File: src/rtl/vsl_pkg.sv
// shared constants for the voltage sleep ladder
`timescale 1ns / 1ps
`default_nettype none

package vsl_pkg;

   localparam int TIME_WIDTH_DEFAULT = 32;

   localparam int MV_WIDTH    = 16;
   localparam int STAMP_WIDTH = 32;
   localparam int DELAY_WIDTH = 31;
   localparam int CODE_WIDTH  = 2;
   localparam int CSR_IDX_WIDTH  = 3;
   localparam int CSR_DATA_WIDTH = 32;

   // ladder modes
   localparam logic [CODE_WIDTH-1:0] MODE_NORMAL   = 2'd0;
   localparam logic [CODE_WIDTH-1:0] MODE_LOW      = 2'd1;
   localparam logic [CODE_WIDTH-1:0] MODE_SLEEPING = 2'd2;
   localparam logic [CODE_WIDTH-1:0] MODE_PENDING  = 2'd3;

   // actions
   localparam logic [CODE_WIDTH-1:0] ACT_NONE     = 2'd0;
   localparam logic [CODE_WIDTH-1:0] ACT_SLEEP    = 2'd1;
   localparam logic [CODE_WIDTH-1:0] ACT_PERIODIC = 2'd2;
   localparam logic [CODE_WIDTH-1:0] ACT_REBOOT   = 2'd3;

   // register indexes
   localparam logic [CSR_IDX_WIDTH-1:0] CSR_SLEEP_MV         = 3'd0;
   localparam logic [CSR_IDX_WIDTH-1:0] CSR_WAKE_MV          = 3'd1;
   localparam logic [CSR_IDX_WIDTH-1:0] CSR_CRITICAL_MV      = 3'd2;
   localparam logic [CSR_IDX_WIDTH-1:0] CSR_LOW_DELAY_MS     = 3'd3;
   localparam logic [CSR_IDX_WIDTH-1:0] CSR_WAKE_INTERVAL_MS = 3'd4;
   localparam logic [CSR_IDX_WIDTH-1:0] CSR_STABLE_MS        = 3'd5;
   localparam logic [CSR_IDX_WIDTH-1:0] CSR_PERIODIC_ENABLE  = 3'd6;

endpackage

`default_nettype wire

File: src/rtl/vsl_channels.sv
// request, response and register write channel interfaces
`timescale 1ns / 1ps
`default_nettype none

interface vsl_req_if;
   logic                         valid;
   logic                         ready;
   logic [vsl_pkg::MV_WIDTH-1:0]    voltage_mv;
   logic [vsl_pkg::STAMP_WIDTH-1:0] time_ms;

   modport source (output valid, output voltage_mv, output time_ms, input ready);
   modport sink   (input valid, input voltage_mv, input time_ms, output ready);
endinterface

interface vsl_rsp_if;
   logic                           valid;
   logic                           ready;
   logic [vsl_pkg::CODE_WIDTH-1:0] action;
   logic [vsl_pkg::CODE_WIDTH-1:0] mode;

   modport source (output valid, output action, output mode, input ready);
   modport sink   (input valid, input action, input mode, output ready);
endinterface

interface vsl_csr_if;
   logic                               valid;
   logic                               ready;
   logic [vsl_pkg::CSR_IDX_WIDTH-1:0]  index;
   logic [vsl_pkg::CSR_DATA_WIDTH-1:0] data;

   modport source (output valid, output index, output data, input ready);
   modport sink   (input valid, input index, input data, output ready);
endinterface

`default_nettype wire

File: src/rtl/voltage_sleep_ladder.sv
// voltage sleep ladder: mode ladder with hysteresis and wrap-safe deadlines
//
//   channel   dir   payload                         handshake
//   req_ch    in    voltage_mv[15:0], time_ms[31:0] valid / ready
//   rsp_ch    out   action[1:0], mode[1:0]          valid / ready
//   csr_ch    in    index[2:0], data[31:0]          valid / ready (always ready)
//
// one request per cycle sustained while rsp_ch takes responses; a response shows after its
// request is taken and passes the input register, then the response register
// the mode and deadlines update in the cycle a request moves from the input
// register to the response register
// a stalled response holds both stages; req_ch.ready drops only when both are full
// reset (synchronous) clears the mode, deadlines, valid flags and configuration
`timescale 1ns / 1ps
`default_nettype none

module voltage_sleep_ladder #(
   parameter int TIME_WIDTH = vsl_pkg::TIME_WIDTH_DEFAULT
) (
   input  wire        clock,
   input  wire        reset,
   vsl_req_if.sink    req_ch,
   vsl_rsp_if.source  rsp_ch,
   vsl_csr_if.sink    csr_ch
);

   // configuration registers
   logic [vsl_pkg::MV_WIDTH-1:0]    sleep_mv_ff;
   logic [vsl_pkg::MV_WIDTH-1:0]    wake_mv_ff;
   logic [vsl_pkg::MV_WIDTH-1:0]    critical_mv_ff;
   logic [vsl_pkg::DELAY_WIDTH-1:0] low_delay_ff;
   logic [vsl_pkg::DELAY_WIDTH-1:0] wake_interval_ff;
   logic [vsl_pkg::DELAY_WIDTH-1:0] stable_ff;
   logic                            periodic_enable_ff;

   // input register
   logic                            in_valid_ff;
   logic [vsl_pkg::MV_WIDTH-1:0]    in_volt_ff;
   logic [vsl_pkg::STAMP_WIDTH-1:0] in_time_ff;

   // ladder state
   logic [vsl_pkg::CODE_WIDTH-1:0] mode_ff, mode_in;
   logic [TIME_WIDTH-1:0]          low_dl_ff, low_dl_in;
   logic [TIME_WIDTH-1:0]          stable_dl_ff, stable_dl_in;
   logic [TIME_WIDTH-1:0]          periodic_dl_ff, periodic_dl_in;

   // response register
   logic                           out_valid_ff;
   logic [vsl_pkg::CODE_WIDTH-1:0] out_action_ff, out_action_in;
   logic [vsl_pkg::CODE_WIDTH-1:0] out_mode_ff;

   logic                  advance;
   logic                  step;
   logic                  take;
   logic [TIME_WIDTH-1:0] now;
   logic [TIME_WIDTH-1:0] low_diff, stable_diff, periodic_diff;
   logic                  low_due, stable_due, periodic_due;
   logic                  volt_good;

   assign advance = !out_valid_ff || rsp_ch.ready;
   assign step    = in_valid_ff && advance;
   assign req_ch.ready = !in_valid_ff || advance;
   assign take    = req_ch.valid && req_ch.ready;
   assign csr_ch.ready = 1'b1;

   assign rsp_ch.valid  = out_valid_ff;
   assign rsp_ch.action = out_action_ff;
   assign rsp_ch.mode   = out_mode_ff;

   // config writes
   always_ff @(posedge clock) begin
      if (reset) begin
         sleep_mv_ff        <= '0;
         wake_mv_ff         <= '0;
         critical_mv_ff     <= '0;
         low_delay_ff       <= '0;
         wake_interval_ff   <= '0;
         stable_ff          <= '0;
         periodic_enable_ff <= 1'b0;
      end else if (csr_ch.valid) begin
         unique case (csr_ch.index)
            vsl_pkg::CSR_SLEEP_MV:
               sleep_mv_ff <= csr_ch.data[vsl_pkg::MV_WIDTH-1:0];
            vsl_pkg::CSR_WAKE_MV:
               wake_mv_ff <= csr_ch.data[vsl_pkg::MV_WIDTH-1:0];
            vsl_pkg::CSR_CRITICAL_MV:
               critical_mv_ff <= csr_ch.data[vsl_pkg::MV_WIDTH-1:0];
            vsl_pkg::CSR_LOW_DELAY_MS:
               low_delay_ff <= csr_ch.data[vsl_pkg::DELAY_WIDTH-1:0];
            vsl_pkg::CSR_WAKE_INTERVAL_MS:
               wake_interval_ff <= csr_ch.data[vsl_pkg::DELAY_WIDTH-1:0];
            vsl_pkg::CSR_STABLE_MS:
               stable_ff <= csr_ch.data[vsl_pkg::DELAY_WIDTH-1:0];
            vsl_pkg::CSR_PERIODIC_ENABLE:
               periodic_enable_ff <= csr_ch.data[0];
            default: begin
            end
         endcase
      end
   end

   // input register
   always_ff @(posedge clock) begin
      if (reset) begin
         in_valid_ff <= 1'b0;
      end else if (req_ch.ready) begin
         in_valid_ff <= req_ch.valid;
      end
   end

   always_ff @(posedge clock) begin
      if (take) begin
         in_volt_ff <= req_ch.voltage_mv;
         in_time_ff <= req_ch.time_ms;
      end
   end

   // deadline reached when now - deadline is not negative
   assign now           = TIME_WIDTH'(in_time_ff);
   assign low_diff      = now - low_dl_ff;
   assign stable_diff   = now - stable_dl_ff;
   assign periodic_diff = now - periodic_dl_ff;
   assign low_due       = !low_diff[TIME_WIDTH-1];
   assign stable_due    = !stable_diff[TIME_WIDTH-1];
   assign periodic_due  = !periodic_diff[TIME_WIDTH-1];
   assign volt_good     = in_volt_ff >= wake_mv_ff;

   always_comb begin
      mode_in        = mode_ff;
      low_dl_in      = low_dl_ff;
      stable_dl_in   = stable_dl_ff;
      periodic_dl_in = periodic_dl_ff;
      out_action_in  = vsl_pkg::ACT_NONE;
      unique case (mode_ff)
         vsl_pkg::MODE_NORMAL: begin
            if (in_volt_ff < sleep_mv_ff) begin
               mode_in   = vsl_pkg::MODE_LOW;
               low_dl_in = now + TIME_WIDTH'(low_delay_ff);
            end
         end
         vsl_pkg::MODE_LOW: begin
            if (volt_good) begin
               mode_in = vsl_pkg::MODE_NORMAL;
            end else if (low_due) begin
               mode_in        = vsl_pkg::MODE_SLEEPING;
               periodic_dl_in = now + TIME_WIDTH'(wake_interval_ff);
               out_action_in  = vsl_pkg::ACT_SLEEP;
            end
         end
         vsl_pkg::MODE_SLEEPING: begin
            if (volt_good) begin
               mode_in      = vsl_pkg::MODE_PENDING;
               stable_dl_in = now + TIME_WIDTH'(stable_ff);
            end else if (periodic_enable_ff && (in_volt_ff > critical_mv_ff)
                         && periodic_due) begin
               // deadline left as is, so this repeats until the mode moves
               out_action_in = vsl_pkg::ACT_PERIODIC;
            end
         end
         default: begin
            if (!volt_good) begin
               mode_in = vsl_pkg::MODE_SLEEPING;
            end else if (stable_due) begin
               out_action_in = vsl_pkg::ACT_REBOOT;
            end
         end
      endcase
   end

   always_ff @(posedge clock) begin
      if (reset) begin
         mode_ff        <= vsl_pkg::MODE_NORMAL;
         low_dl_ff      <= '0;
         stable_dl_ff   <= '0;
         periodic_dl_ff <= '0;
      end else if (step) begin
         mode_ff        <= mode_in;
         low_dl_ff      <= low_dl_in;
         stable_dl_ff   <= stable_dl_in;
         periodic_dl_ff <= periodic_dl_in;
      end
   end

   // response register
   always_ff @(posedge clock) begin
      if (reset) begin
         out_valid_ff <= 1'b0;
      end else if (advance) begin
         out_valid_ff <= in_valid_ff;
      end
   end

   always_ff @(posedge clock) begin
      if (step) begin
         out_action_ff <= out_action_in;
         out_mode_ff   <= mode_in;
      end
   end

`ifndef SYNTHESIS
   a_sleep_mode: assert property (@(posedge clock) disable iff (reset)
      (out_valid_ff && out_action_ff == vsl_pkg::ACT_SLEEP)
      |-> out_mode_ff == vsl_pkg::MODE_SLEEPING)
      else $error("enter sleep response without sleeping mode");

   a_periodic_mode: assert property (@(posedge clock) disable iff (reset)
      (out_valid_ff && out_action_ff == vsl_pkg::ACT_PERIODIC)
      |-> out_mode_ff == vsl_pkg::MODE_SLEEPING)
      else $error("periodic wake response outside sleeping mode");

   a_reboot_mode: assert property (@(posedge clock) disable iff (reset)
      (out_valid_ff && out_action_ff == vsl_pkg::ACT_REBOOT)
      |-> out_mode_ff == vsl_pkg::MODE_PENDING)
      else $error("wake reboot response outside wake pending mode");

   a_normal_exit: assert property (@(posedge clock) disable iff (reset)
      (mode_ff == vsl_pkg::MODE_NORMAL && step && mode_in != vsl_pkg::MODE_NORMAL)
      |=> mode_ff == vsl_pkg::MODE_LOW)
      else $error("normal mode left for a mode other than low");

   a_hold_when_idle: assert property (@(posedge clock) disable iff (reset)
      !step |=> $stable(mode_ff))
      else $error("ladder mode moved without a request");
`endif

endmodule

`default_nettype wire

File: src/flat_wrapper.sv
// flat-port wrapper written by rule: the top's interface ports become plain ports
module voltage_sleep_ladder_flat 
#(
   parameter int TIME_WIDTH = vsl_pkg::TIME_WIDTH_DEFAULT
)
  (clock, reset, req_ch_valid, req_ch_voltage_mv, req_ch_time_ms, req_ch_ready, rsp_ch_valid, rsp_ch_action, rsp_ch_mode, rsp_ch_ready, csr_ch_valid, csr_ch_index, csr_ch_data, csr_ch_ready);
  vsl_req_if req_ch_i ();
  vsl_rsp_if rsp_ch_i ();
  vsl_csr_if csr_ch_i ();
  input  wire clock;
  input  wire reset;
  input wire logic [$bits(req_ch_i.valid)-1:0] req_ch_valid;
  input wire logic [$bits(req_ch_i.voltage_mv)-1:0] req_ch_voltage_mv;
  input wire logic [$bits(req_ch_i.time_ms)-1:0] req_ch_time_ms;
  output wire logic [$bits(req_ch_i.ready)-1:0] req_ch_ready;
  output wire logic [$bits(rsp_ch_i.valid)-1:0] rsp_ch_valid;
  output wire logic [$bits(rsp_ch_i.action)-1:0] rsp_ch_action;
  output wire logic [$bits(rsp_ch_i.mode)-1:0] rsp_ch_mode;
  input wire logic [$bits(rsp_ch_i.ready)-1:0] rsp_ch_ready;
  input wire logic [$bits(csr_ch_i.valid)-1:0] csr_ch_valid;
  input wire logic [$bits(csr_ch_i.index)-1:0] csr_ch_index;
  input wire logic [$bits(csr_ch_i.data)-1:0] csr_ch_data;
  output wire logic [$bits(csr_ch_i.ready)-1:0] csr_ch_ready;
  assign req_ch_i.valid = req_ch_valid;
  assign req_ch_i.voltage_mv = req_ch_voltage_mv;
  assign req_ch_i.time_ms = req_ch_time_ms;
  assign req_ch_ready = req_ch_i.ready;
  assign rsp_ch_valid = rsp_ch_i.valid;
  assign rsp_ch_action = rsp_ch_i.action;
  assign rsp_ch_mode = rsp_ch_i.mode;
  assign rsp_ch_i.ready = rsp_ch_ready;
  assign csr_ch_i.valid = csr_ch_valid;
  assign csr_ch_i.index = csr_ch_index;
  assign csr_ch_i.data = csr_ch_data;
  assign csr_ch_ready = csr_ch_i.ready;
  voltage_sleep_ladder #(.TIME_WIDTH(TIME_WIDTH)) u_core (.clock(clock), .reset(reset), .req_ch(req_ch_i), .rsp_ch(rsp_ch_i), .csr_ch(csr_ch_i));
endmodule
File: config.mk
export PLATFORM = sky130hd
export DESIGN_NAME = voltage_sleep_ladder_flat
export DESIGN_NICKNAME = d
export VERILOG_FILES = /design/src/rtl/vsl_pkg.sv /design/src/rtl/vsl_channels.sv /design/src/rtl/voltage_sleep_ladder.sv /design/src/flat_wrapper.sv
export SDC_FILE = /design/constraint.sdc
export NUM_CORES = 1
export LEC_CHECK = 0
export BUFFER_PORTS_ARGS = -buffer_cell sky130_fd_sc_hd__buf_2
export CORE_MARGIN = 10
export CORE_UTILIZATION = 25
export CTS_CLUSTER_SIZE = 40
export DETAILED_ROUTE_END_ITERATION = 12
export SLEW_MARGIN = 10
export SYNTH_ARGS = -nofsm -noshare
export SYNTH_HDL_FRONTEND = slang
export SYNTH_SLANG_ARGS = --single-unit
File: constraint.sdc
create_clock -name clock -period 2.9 [get_ports clock]
set_input_delay 0.58 -clock clock [delete_from_list [all_inputs] [get_ports clock]]
set_output_delay 0.58 -clock clock [all_outputs]
set_load 0.05 [all_outputs]
## Word level (Yosys, flattened, before mapping)

Index checks and enable logic that the tools add are counted.

| storage, ports and cells | value |
|---|---|
| bits in registers | 294 |
| bits of input ports | 88 |
| word-level logic and storage cells | 70 |

| cells by class | value |
|---|---|
| add/subtract/negate cells | 6 |
| $lt $le $gt $ge | 3 |
| equality and inequality tests | 8 |
| multiplexer cells | 13 |
| bitwise gates (word level) | 2 |
| reduce and logical (&&, ||, !) cells | 21 |

Operators by type and width:

| operator | count |
|---|---|
| $add 32x31->32 | 3 |
| $sub 32x32->32 | 3 |
| $mux 2 | 10 |
| $ge 16x16->1 | 1 |
| $gt 16x16->1 | 1 |
| $lt 16x16->1 | 1 |
| $reduce_and 2->1 | 7 |
| $pmux 2 s3 | 2 |
| $eq 3x3->1 const B | 3 |
| $eq 3x2->1 const B | 2 |
| $reduce_and 3->1 | 2 |
| $logic_and 1x1->1 | 4 |
| $reduce_and 4->1 | 1 |
| $eq 3x1->1 const B | 1 |
| $logic_not 1->1 | 3 |
| $logic_not 3->1 | 1 |
| $eq 2x1->1 const B | 1 |
| $eq 2x2->1 const B | 1 |
| $logic_not 2->1 | 1 |
| $logic_or 1x1->1 | 2 |
| $not 1->1 | 2 |
| $mux 1 | 1 |

## Longest topological paths before layout

| logic depth | value |
|---|---|
| depth in word-level cells | 6 |
| depth in mapped cells | 13 |
| mapped depth without buffers | 12 |

## Worst setup path before layout

No wires, ideal clock.

| timing | value |
|---|---|
| path kind | reg2reg |
| start point | register u_core.in_time_ff[10] in the netlist's numbering |
| end point | register u_core.periodic_dl_ff[23] |
| library setup time | 0.070 ns |
| data arrival time | 2.765 ns |
| data required time | 2.830 ns |
| setup slack | 0.065 ns |
| stages on the path, launching flop included | 11 |
| path buffers | 1 |
| path through | edfxtp_1 ha_1 buf_6 nand2_1 or4_4 o22ai_4 o21ai_2 o41ai_4 a2111oi_1 or4b_1 a21oi_1 |

| on the way | value |
|---|---|
| longest elaborated chain between the ends | 3 |

RTL lines:

| what | line | RTL |
|---|---|---|
| from (decl) | voltage_sleep_ladder.sv:39 | `logic [vsl_pkg::STAMP_WIDTH-1:0] in_time_ff;` |
| from (signal assigned) | voltage_sleep_ladder.sv:114 | `in_time_ff <= req_ch.time_ms;` |
| $sub 32x32->32 | voltage_sleep_ladder.sv:120 | `assign low_diff = now - low_dl_ff;` |
| $not 1->1 (no source line) | - |  |
| $reduce_and 4->1 (no source line) | - |  |
| to (signal assigned) | voltage_sleep_ladder.sv:180 | `periodic_dl_ff <= periodic_dl_in;` |
| to (decl) | voltage_sleep_ladder.sv:45 | `logic [TIME_WIDTH-1:0] periodic_dl_ff, periodic_dl_in;` |

Several ways; a longest one is shown, not always the timed one.
A chain may end at the register's enable or synchronous reset.

## Worst setup path in the final report

| timing | value |
|---|---|
| start point | register u_core.in_time_ff[20] in the netlist's numbering |
| end point | register u_core.periodic_dl_ff[23] |

Same word-level chain as after synthesis.

==> run_results.csv <==
group,metric,value,unit
worst_setup_path,crit_start,"u_core.in_time_ff[20]",
worst_setup_path,critPathKind,"register to register",
pwr,swShare,27.4,%
synthesis,yosys-top-cells-area,"dfxtp_1 26%, ha_1 16%, nand2_1 9.0%",
layout,fin_cells,3589,
layout,area_growth,35.9,%
pwr,p_seq_share,39.9,%
floorplanning,start_util,25.2,%
floorplanning,die_area,85000,µm²
outcome,outcome,"finished, violations left",
routing,post-route-drc-count,0,
routing,vias,16900,
routing,ant_nets,0,
worst_setup_path,r2r_cells,11,
synthesis,syn-num-nets,2571,
routing,viasPerCell,4.71,
synthesis,syn_avg_cell_area,8.19,µm²
pwr,combPwrFrac,16.1,%
synthesis,synth_edf_count,52,
flow_run,maxCapViolCount,0,
worst_setup_path,regToRegSetupSlack,-0.19,ns
timing,report.final.slew_viol_count,0,
worst_setup_path,critPathCaptureType,"register",
floorplanning,core-area,73100,µm²
synthesis,synth-async-reset-ratio,0,%
place,placed_cells,3454,
pwr,power_switching,2980,µW
clock_tree,cts_buffers,38,
routing,wl_per_cell,16.2,µm
timing,rsz0062_at_grt,"true",
clock_tree,clockBufferDepth,3,
timing,final.setup_skew,0.0361,ns
place,post_dp_cell_area,21600,µm²
floorplanning,rows,99,
synthesis,yosysMostFrequentCell,"nand2_1",
clock_tree,cts.sinks,294,
worst_setup_path,cp_slowest_stage_delay,0.52,ns
timing,finalWorstSetupSlack,-0.188,ns
floorplanning,die_h,292,µm
min_path,hold_path.class,"input port to register",
place,dp_hpwl,41.9,mm
routing,dr.pass1.iters,6,
routing,drt_iter0_markers,993,
clock_tree,cts-htree-levels,2,
grt,grt_max_degree,122,
place,routabilityCongestion,0.884,
clock_tree,cts_hold_buf,0,
timing,finalSetupViolCount,43,
worst_setup_path,worst_ep_arrival_time,3.58,ns
timing,max_slew_margin,53.1,%
clock_tree,path_clk_slew,0.06,ns
pwr,powerDensity,435,nW/µm²
routing,wirelength,58.2,mm
synthesis,netlist_top_cells_count,"441 x nand2_1, 313 x a21oi_1, 242 x dfxtp_1",
layout,final_nets,2920,
synthesis,ys_types,88,
grt,grt.overflow.total,0,
outcome,violations,"negative setup slack",
timing,clock.fmax,0.324,GHz
synthesis,syn-cell-area,18400,µm²
timing,holdWs,0.196,ns
worst_setup_path,cp_slowest_cell,"or4b_1",
worst_setup_path,r2r-end,"u_core.periodic_dl_ff[23]",
timing,timing.final.crit_share,106,%
worst_setup_path,worstPathMaxFanout,7,
floorplanning,die_w,292,µm
worst_setup_path,worstPathCellList,"ha_4 > nand4_1 > nor4_4 > nor3b_2 > o31a_1 > o21ba_2 > nor3_2 > nand3b_1 > buf_6 > or4b_1 > a21oi_1",
pwr,p_int,7920,µW
grt,grtUsageTotal,12.8,%
clock_tree,cts-root-buf,"clkbuf_16",
pwr,ir_drop,0.000429,V
grt,antenna_found_initial,6,
floorplanning,ios,95,
worst_setup_path,required,3.40,ns
synthesis,synth_cells,2250,
worst_setup_path,start_kind,"register",
worst_setup_path,crit_end,"u_core.periodic_dl_ff[23]",
timing,fin_crit,3.09,ns
layout,design_area,25100,µm²
timing,worstMarginPinSlew,0.703,ns
synthesis,yosysTopAreaCell,"dfxtp_1",
clock_tree,cts_tree,"built",
grt,grt_pass1_wl,88.6,mm
grt,grt_pass1_vias,16500,
worst_setup_path,rr_startpoint,"u_core.in_time_ff[20]",
pwr,finalPower,10900,µW
clock_tree,clk_latency,0.56,ns
synthesis,synthFlopType,"dfxtp_1",
pwr,p_leak,0.0101,µW
synthesis,yosys.area.top_type_share,26.3,%
pwr,clockPowerShare,44.0,%
synthesis,synth_warnings,0,
synthesis,ys_ff_latch,294,
place,port-buffer-count,92,
layout,drive_gt1_share,26.8,%
timing,hold_viol_final,0,
synthesis,ys_seq_area_share,34.7,%
cell usage in the layout, fill, tap and decap left out, types with 39 or more instances in the layout:
cell type  synthesis  final
inv_1            171    167
edfxtp_1          52     52
clkbuf_16          0     42
buf_4              4    255
dfxtp_1          242    242
xnor2_1           41     39
buf_2              5     91
a21oi_1          313    259
nand2_1          441    400
a21o_1            63     63
ha_1             230    196
nor2_1           103     98
a21oi_2            0     51
o21ai_0           67     41
per-stage QoR:
step	utilization [%]	setup slack, ns	TNS (ns)
3_3_place_gp	29.5	-0.449	-14.41
3_5_place_dp	29.5	-0.507	-17.85
4_1_cts	32.5	-0.167	-1.85
2_1_floorplan	-	0.0649	0
5_1_grt	34.3	-0.323	-11.16
6_report	34.3	-0.188	-3.99
final cells by class:
type | instances | area, µm²
flip-flops and latches | 294 | 6410
multi-input cells | 1696 | 12400
inverters | 171 | 642
clock inverters | 15 | 161
fillers | 7517 | 48000
well taps | 959 | 1200
diodes | 3 | 7.51
clock buffers | 53 | 1080
repair buffers | 398 | 3170
power groups by stage:
stage	clock network (µW)	registers, µW	logic [µW]
6_report	4790	4350	1760
5_1_grt	5070	4360	1940
3_5_place_dp	0	4430	1460
2_1_floorplan	0	4430	843
3_3_place_gp	0	4430	1450
4_1_cts	4900	4340	1580
how the worst min path moves through the flow:
stage	from	endpoint	slack [ns]	cells past startpoint
floorplan	u_core.periodic_dl_ff[10]	u_core.periodic_dl_ff[10]	0.43	2
global placement	u_core.low_dl_ff[20]	u_core.low_dl_ff[20]	0.44	2
detailed placement	u_core.stable_dl_ff[16]	u_core.stable_dl_ff[16]	0.44	2
CTS	req_ch_time_ms[6]	u_core.in_time_ff[6]	0.17	1
global route	req_ch_time_ms[12]	u_core.in_time_ff[12]	0.17	1
finish	req_ch_time_ms[28]	u_core.in_time_ff[28]	0.20	1
per-layer routing:
layer | routed length, µm | vias to the layer above | global-route usage (%)
met1 | 26200 | 7894 | 16.0
met3 | 2250 | 110 | 2.31
met4 | 1990 | 0 | 4.28
li1 | - | 8593 | -
met2 | 27800 | 306 | 22.1
met5 | 0 | - | 0
critical path, delay by kind of cell (launching register included):
family / cells / cell delay [ns]
simple gates: 6 / 1.59
compound gates: 3 / 0.50
flops: 1 / 0.45
fa+ha+maj: 1 / 0.30
buf+inv: 1 / 0.17
sequential cells by signal (all words and copies together) (netlist names):
signal	flops
u_core.low_dl_ff	32
u_core.in_valid_ff	1
u_core.periodic_enable_ff	1
u_core.mode_ff	2
u_core.in_time_ff	32
u_core.critical_mv_ff	16
u_core.wake_mv_ff	16
u_core.sleep_mv_ff	16
u_core.stable_dl_ff	32
u_core.periodic_dl_ff	32
u_core.in_volt_ff	16
u_core.rsp_ch.mode	2
u_core.rsp_ch.valid	1
u_core.low_delay_ff	31
u_core.stable_ff	31
u_core.wake_interval_ff	31
u_core.rsp_ch.action	2
kinds of logic (layout without fill, tap and decap cells):
family          count (synthesis)  count (layout)  synth area share (%)
xor+xnor                       64              64                  3.04
compound gates                601             601                  20.0
flops                         294             294                  34.7
other cells                     1               4                0.0203
fa+ha+maj                     233             233                  15.9
buf+inv                       260             637                  5.99
mux                            31              31                  1.70
simple gates                  766             766                  18.5
what timing repair did:
item	in CTS	in global routing
hold endpoints to repair	0	0
pin swaps	55	109
resized for setup	124	226
setup buffers	28	34
gates cloned	4	3
setup endpoints to repair	82	79
Power figures use the tool's default switching activity.
